<file path="config.mk">
export PLATFORM = sky130hd
export DESIGN_NAME = wof_front
export DESIGN_NICKNAME = d
export VERILOG_FILES = /design/src/rtl/windowed_overlap_framer_macros.svh /design/src/rtl/wof_pkg.sv /design/src/rtl/wof_front.sv
export SDC_FILE = /design/constraint.sdc
export NUM_CORES = 1
export LEC_CHECK = 0
export BUFFER_PORTS_ARGS = -buffer_cell sky130_fd_sc_hd__buf_2
export CAP_MARGIN = 20
export CORE_MARGIN = 3
export CORE_UTILIZATION = 45
export DETAILED_ROUTE_END_ITERATION = 10
export MAX_ROUTING_LAYER = met4
export PLACE_DENSITY = 0.73
export SLEW_MARGIN = 20
export SYNTH_ARGS = -nofsm -noshare
export SYNTH_HDL_FRONTEND = slang
export SYNTH_SLANG_ARGS = --single-unit
</file>
<file path="constraint.sdc">
create_clock -name clk -period 1.64 [get_ports clk]
set_input_delay 0.164 -clock clk [delete_from_list [all_inputs] [get_ports clk]]
set_output_delay 0.164 -clock clk [all_outputs]
set_load 0.01 [all_outputs]
</file>
<file path="src/rtl/windowed_overlap_framer_macros.svh">
// Assertion macros shared by the framer RTL.
// Depends on clk and rst_n being visible where a macro is used.
`ifndef WINDOWED_OVERLAP_FRAMER_MACROS_SVH
`define WINDOWED_OVERLAP_FRAMER_MACROS_SVH
// Check a property on every clock edge outside reset.
`define WOF_ASSERT(lbl, prop, msg) \
    lbl: assert property (@(posedge clk) disable iff (!rst_n) prop) else $error(msg);
// Check that a condition is followed by a consequence in the next cycle.
`define WOF_ASSERT_NEXT(lbl, ant, cons, msg) \
    lbl: assert property (@(posedge clk) disable iff (!rst_n) (ant) |=> (cons)) else $error(msg);
`endif

</file>
<file path="src/rtl/wof_pkg.sv">
// Types and constants of the windowed overlap framer.
// No dependencies; every other RTL file imports it.
package wof_pkg;

    localparam int SAMPLE_BITS  = 16;
    localparam int FRAME_LEN_W  = 10;
    localparam int STRIDE_W     = 12;
    localparam int KIND_W       = 2;
    localparam int STEP_W       = 25;
    localparam int PHASE_W      = 24;
    localparam int FRAMENUM_W   = 32;
    localparam int POS_W        = 9;
    localparam int STATUS_W     = 3;
    localparam int ACTION_W     = 2;
    localparam int RCV_W        = 32;
    localparam int PROD_W       = FRAMENUM_W + STRIDE_W;
    localparam int START_W      = PROD_W + 1;
    localparam int COEF_W       = 17;
    localparam int APB_AW       = 4;
    localparam int APB_DW       = 32;
    localparam int QUEUE_DEPTH  = 2;
    localparam int QPTR_W       = 1;
    localparam int QCNT_W       = 2;

    localparam logic [COEF_W-1:0] ONE_Q15 = 17'd32768;

    localparam logic [ACTION_W-1:0] ACT_PUSH = 2'd0;
    localparam logic [ACTION_W-1:0] ACT_END  = 2'd1;
    localparam logic [ACTION_W-1:0] ACT_PULL = 2'd2;

    localparam logic [STATUS_W-1:0] STAT_PUSHED  = 3'd0;
    localparam logic [STATUS_W-1:0] STAT_REFUSED = 3'd1;
    localparam logic [STATUS_W-1:0] STAT_GIVEN   = 3'd2;
    localparam logic [STATUS_W-1:0] STAT_NONE    = 3'd3;
    localparam logic [STATUS_W-1:0] STAT_END     = 3'd4;

    localparam logic [KIND_W-1:0] WIN_HAMMING = 2'd1;
    localparam logic [KIND_W-1:0] WIN_HANN    = 2'd2;

    localparam logic [1:0] REG_FRAME_LEN = 2'd0;
    localparam logic [1:0] REG_STRIDE    = 2'd1;
    localparam logic [1:0] REG_KIND      = 2'd2;
    localparam logic [1:0] REG_STEP      = 2'd3;

    typedef enum logic [1:0] {OP_PUSH, OP_END, OP_PULL, OP_BAD} op_t;
    typedef enum logic {ST_EVAL, ST_FIN} back_state_t;

    typedef struct packed {
        logic [ACTION_W-1:0]           action;
        logic signed [SAMPLE_BITS-1:0] sample_in;
    } req_t;

    typedef struct packed {
        logic [STATUS_W-1:0]           status;
        logic signed [SAMPLE_BITS-1:0] sample_out;
        logic [FRAMENUM_W-1:0]         frame_number;
        logic [POS_W-1:0]              frame_position;
        logic                          last_in_frame;
        logic                          last_of_signal;
    } rsp_t;

    typedef struct packed {
        op_t                           op;
        logic signed [SAMPLE_BITS-1:0] sample;
    } q_entry_t;

    typedef struct packed {
        logic [FRAME_LEN_W-1:0] frame_len;
        logic [STRIDE_W-1:0]    stride_len;
        logic [KIND_W-1:0]      window_kind;
        logic [STEP_W-1:0]      window_phase_step;
    } cfg_t;

endpackage

</file>
<file path="src/rtl/wof_front.sv">
// Front end: accepts request transfers, decodes the action, queues them.
// Depends on wof_pkg.
module wof_front (
    input  logic              clk,
    input  logic              rst_n,
    input  logic              req_valid,
    output logic              req_stall,
    input  wof_pkg::req_t     req,
    input  logic              pop,
    output logic              q_valid,
    output wof_pkg::q_entry_t q_head
);
    import wof_pkg::*;

    q_entry_t           entry_mem [QUEUE_DEPTH];
    q_entry_t           entry_in;
    logic [QPTR_W-1:0]  wr_ptr_reg, wr_ptr_next;
    logic [QPTR_W-1:0]  rd_ptr_reg, rd_ptr_next;
    logic [QCNT_W-1:0]  count_reg, count_next;
    logic               push;

    // decode the action code
    always_comb
    begin
        entry_in.sample = req.sample_in;
        case (req.action)
            ACT_PUSH: entry_in.op = OP_PUSH;
            ACT_END:  entry_in.op = OP_END;
            ACT_PULL: entry_in.op = OP_PULL;
            default:  entry_in.op = OP_BAD;
        endcase
    end

    assign req_stall = (count_reg == QCNT_W'(QUEUE_DEPTH));
    assign push      = req_valid && !req_stall;
    assign q_valid   = (count_reg != '0);
    assign q_head    = entry_mem[rd_ptr_reg];

    always_comb
    begin
        wr_ptr_next = push ? wr_ptr_reg + 1'b1 : wr_ptr_reg;
        rd_ptr_next = pop ? rd_ptr_reg + 1'b1 : rd_ptr_reg;
        count_next  = count_reg + QCNT_W'(push) - QCNT_W'(pop);
    end

    always_ff @(posedge clk or negedge rst_n)
    begin
        if (!rst_n)
        begin
            wr_ptr_reg <= '0;
            rd_ptr_reg <= '0;
            count_reg  <= '0;
        end
        else
        begin
            wr_ptr_reg <= wr_ptr_next;
            rd_ptr_reg <= rd_ptr_next;
            count_reg  <= count_next;
        end
    end

    always_ff @(posedge clk)
    begin
        if (push)
        begin
            entry_mem[wr_ptr_reg] <= entry_in;
        end
    end

endmodule

</file>
# After elaboration in Yosys (flattened, before gate mapping)
# Memory sizes are Yosys's and may differ from the RTL's.
# Cells that the tools add are included.
[word_totals]
reg_bits = 4
latchBits = 0
mem_bits_rw = 36
rom_bits = 0
output_inout_bits = 20
elab_cells = 18
mem_count = 1
[classes]
n_addsub = 4
mul = 0
n_div = 0
order_cmp = 0
eq_ne = 3
shift = 0
mux = 3
n_bitwise = 0
n_reduce_logical = 4
[memory_table]
columns = ["memory", "words", "width", "read_ports", "rd_ports_with_merged_regs", "wr", "line_no", "rtl"]
rows = [
  ["entry_mem", 2, 18, 1, 0, 1, "wof_front.sv:15", "q_entry_t entry_mem [QUEUE_DEPTH];"],
]
[op_table]
columns = ["op", "count"]
rows = [
  ["2-bit case mux with 3 select lines", 1],
  ["2-bit == test, second input constant", 2],
  ["1-bit adder, second input constant", 2],
  ["2-bit by 1-bit adder with 2-bit output", 1],
  ["2-bit by 1-bit == test with 1-bit output, second input constant", 1],
  ["2-bit logical NOT", 1],
  ["1-bit 2-to-1 mux", 2],
  ["2-bit nonzero test", 1],
  ["2-bit by 1-bit subtractor with 2-bit output", 1],
  ["1-bit logical AND", 1],
  ["1-bit logical NOT", 1],
]

# Longest topological paths before layout
[logic_depth]
depth_word = 5
mapped_depth = 7
depth_no_buf = 7

# Worst setup path before layout
# No wires, ideal clock.
[synth_path]
kind = "register to register"
from = "register count_reg[1]"
to = "memory entry_mem[0][0] (netlist name) (enable)"
setup_time_ps = 392
arrival_ps = 1365
t_required_ps = 1248
setup_slack_ps = -117
stages_incl_launch_ff = 4
path_buffers = 0
cell_sequence = "dfrtp_1 > nand2b_1 > nand2_1 > nor2_1"
[synth_via]
elab_chain_cells = 5
[synth_rtl]
columns = ["item", "line_no", "rtl"]
rows = [
  ["start, declared", "wof_front.sv:19", "logic [QCNT_W-1:0] count_reg, count_next;"],
  ["start signal, assigned", "wof_front.sv:58", "count_reg <= count_next;"],
  ["2-bit == test", "wof_front.sv:34", "assign req_stall = (count_reg == QCNT_W'(QUEUE_DEPTH));"],
  ["1-bit logical NOT", "wof_front.sv:35", "assign push = req_valid && !req_stall;"],
  ["1-bit logical AND", "wof_front.sv:35", ""],
  ["1-bit 2-to-1 mux", "wof_front.sv:64", "if (push)"],
  ["1-bit 2-to-1 mux (implied by the code)", "wof_front.sv:66", "entry_mem[wr_ptr_reg] <= entry_in;"],
  ["end, declared", "wof_front.sv:15", ""],
]
# No other way between the ends.

# Final worst setup path
[layout_path]
from = "register count_reg[0]"
to = "register count_reg[1]"
[layout_via]
elab_chain_cells = 5
[layout_rtl]
columns = ["item", "line_no", "rtl"]
rows = [
  ["2-bit == test", "wof_front.sv:34", ""],
  ["1-bit logical NOT", "wof_front.sv:35", ""],
  ["1-bit logical AND", "wof_front.sv:35", ""],
  ["2-bit by 1-bit adder with 2-bit output (*)", "wof_front.sv:43", "count_next = count_reg + QCNT_W'(push) - QCNT_W'(pop);"],
  ["2-bit by 1-bit subtractor with 2-bit output (*)", "wof_front.sv:43", ""],
  ["net count_next[1]", "wof_front.sv:19", ""],
]
# The timed path passes the listed nets; every way through them passes the cells marked *.
# A chain may end at the register's enable or synchronous reset.

==> out/results.txt <==
overall power = 3.12 mW
status = finished, final reports clean
1st-pass router iterations = 4
Crit path max-delay family = adder cells
wire length per cell after detailed routing = 13.9 um
clock buffer count from CTS = 5
vias per inst = 4.56
DRC violation count after routing = 0
post-route fraction of the period consumed by the critical path = 94.1%
total buffers and inverters traversed by the critical path = 1
Worst path slowest cell = sky130_fd_sc_hd__dfrtp_1
largest net degree at the start of global routing = 19
count of clock tree sinks = 40
number of max-slew violations in the final report = 0
clock edge transition at the registers on the reported setup and hold paths = 0.11 ns
Worst Min Path Start = req[3]
net count of the finished layout = 167
VDD IR-drop max = 0.882 mV
multiplexer area fraction after synthesis = 15.3%
area growth from synthesis to layout = 33.1%
category of the worst setup path launch point = flip-flop
delay contributed by the slowest stage of the critical path = 0.38 ns
Chip Height = 64.7 um
antenna diode count = 0
filler cell count in the final layout = 239
min cycle time layout = 1.54 ns
critical register-to-register path startpoint = count_reg[0]
number of I/O pins = 42
distinct cell type count after synthesis = 16
total power density per cell area = 1510 mW/mm2
nature of the critical path endpoint = flip-flop
highest achievable clock rate = 0.648 GHz
total detailed-routing wirelength = 2610 um
synthesized instance count = 75
vias in the first global route = 897
area occupied by multi-input gates = 335 um2
arrival time at the worst endpoint = 1.77 ns
transition time at the pin with the least slew margin = 0.257 ns
max-cap check violation count = 0
effective utilization at floorplan = 48.8%
Mapped Nets = 99
most used cells in the layout excluding fill and tap cells = 41 x sky130_fd_sc_hd__buf_2, 36 x sky130_fd_sc_hd__edfxtp_1, 19 x sky130_fd_sc_hd__dlygate4sd3_1
weighted congestion reported at the end of routability-driven placement = 0.603
horizontal extent of the die = 64.7 um
count of synthesis-stage warnings from yosys = 0
post-synthesis instance area = 0.00155 mm2
count of vias placed by the detailed router = 857
detailed-placement wirelength estimate = 1650 um
total congestion overflow = 0
worst-case clock buffer depth = 2
worst slew margin relative to its limit = 82.8%
clock tree skew after final layout = 0.00899 ns
share of cells above drive strength 1 = 52.1%
post-synthesis sequential area ratio = 76.2%
most common cell after layout, fill and taps aside = sky130_fd_sc_hd__buf_2
H-tree depth = 2
most repeated library cell on the critical path = sky130_fd_sc_hd__ha_1
final setup vio count = 0
Worst Hold Class = in2reg
Core Region = 0.00318 mm2
Worst Path Max Fanout = 3
register bit total from synthesis = 40
antenna violation net count after detailed routing = 0
worst setup path startpoint = count_reg[0]
cell chosen for the clock root = sky130_fd_sc_hd__clkbuf_4
leakage power figure = 0.846 nW
aggregate negative setup slack = 0 ns
crit path cell chain = nand2b_1 > nand2_2 > ha_1 > inv_1 > ha_1 > xnor2_2 > xnor2_1
Port Buffer Count = 41
CTS tree = yes
compound-cell area share of the yosys netlist = 0%
Total Routing Usage GR = 14.3%
worst path required time = 1.87 ns
Synth Area per Inst = 20.7 um2
worst skew pair latency = 0.34 ns
number of cell rows = 20
FF/Latch Area = 0.00118 mm2
final-report hold violation count = 0
combinational family with the most area after synthesis = multiplexers
synthesized-area fraction occupied by and/or/nand/nor cells = 1.69%
flip-flop count of the largest register, all copies and words added = 36
category of the most critical setup path = reg2reg
Detailed Route Iter0 Violations = 29
number of antenna violations at the first check in global routing = 0
die outline area = 0.00419 mm2
wire length of the first global-routing pass = 4160 um
Adder-Cell Fraction of Synth Area = 1.61%
xor/xnor cell area share of the yosys netlist = 2.26%
setup repair after global routing missed its margin = false
[synthesized netlist by cell type, drive strengths merged]
master | instances | share of area [%]
edfxtp | 36 | 70
clkbuf | 2 | 0.48
and3 | 1 | 0.40
inv | 2 | 0.48
buf | 2 | 2.0
xor2 | 1 | 0.57
nand2 | 1 | 0.24
ha | 2 | 1.6
nand2b | 1 | 0.40
or2 | 1 | 0.40
xnor2 | 3 | 1.7
nor2 | 1 | 0.24
dfrtp | 4 | 6.5
mux2 | 18 | 15
[area by class of cell]
cell class / instances / area share [%]
inverters: 2 / 0.364
repair buffers: 65 / 21.0
clock buffers: 5 / 1.82
multi-input cells: 29 / 16.3
well taps: 44 / 2.67
flip-flops and latches: 40 / 57.2
clock inverters: 3 / 0.667
[stage by stage]
step / util, % / instances / hold WS (ns) / setup WS, ns / area [um2]
floorplan: - / 75 / -0.132 / 0.169 / 1550
global route: 64.9 / 188 / 0.00582 / 0.00319 / 2060
global placement: 56.8 / 160 / -0.0286 / 0.191 / 1800
detailed placement: 56.8 / 160 / -0.0249 / 0.0665 / 1800
finish: 64.9 / 188 / 0.0280 / 0.0969 / 2060
CTS: 63.7 / 185 / 0.00110 / 0.0381 / 2030
[power breakdown]
group          total, mW  internal (mW)  switching [mW]
registers           1.48           1.40          0.0776
logic               1.19          0.623           0.564
clock network      0.452          0.157           0.295
[metal layers]
layer / track usage [%] / vias up / part of all wire, %
met3: 3.99 / 9 / 4.9
li1: - / 415 / -
met5: - / - / 0
met1: 15.0 / 408 / 37
met2: 23.3 / 25 / 55
met4: 9.50 / 0 / 2.6
[logic make-up (layout without fill, tap and decap cells)]
group | Yosys count | after routing
xor gates and xnor gates | 4 | 4
adders and majority gates | 2 | 2
buffers and inverters | 6 | 75
DFF | 40 | 40
muxes | 18 | 18
and+or+nand+nor | 5 | 5
[path summary, 6_finish.rpt]
| path | cells past startpoint | slack, ns | end |
|---|---|---|---|
| max reg2reg | 7 | 0.1 | count_reg[1] |
| min in group asynchronous | 2 | 0.14 | count_reg[0] |
| min | 1 | 0.03 | entry_mem[0][3] |
| max in group asynchronous | 2 | 1.37 | rd_ptr_reg |
| min reg2reg | 1 | 0.55 | wr_ptr_reg |
| max | 7 | 0.1 | count_reg[1] |
[what timing repair did]
action / 4_1_cts / 5_1_grt
endpoints found under the hold margin: 33 / 3
resized for setup: 0 / 2
buffers inserted: 0 / 1
hold buffers: 17 / 2
endpoints found under the setup margin: 0 / 1
Note: power is estimated with default switching activity, not from simulation.
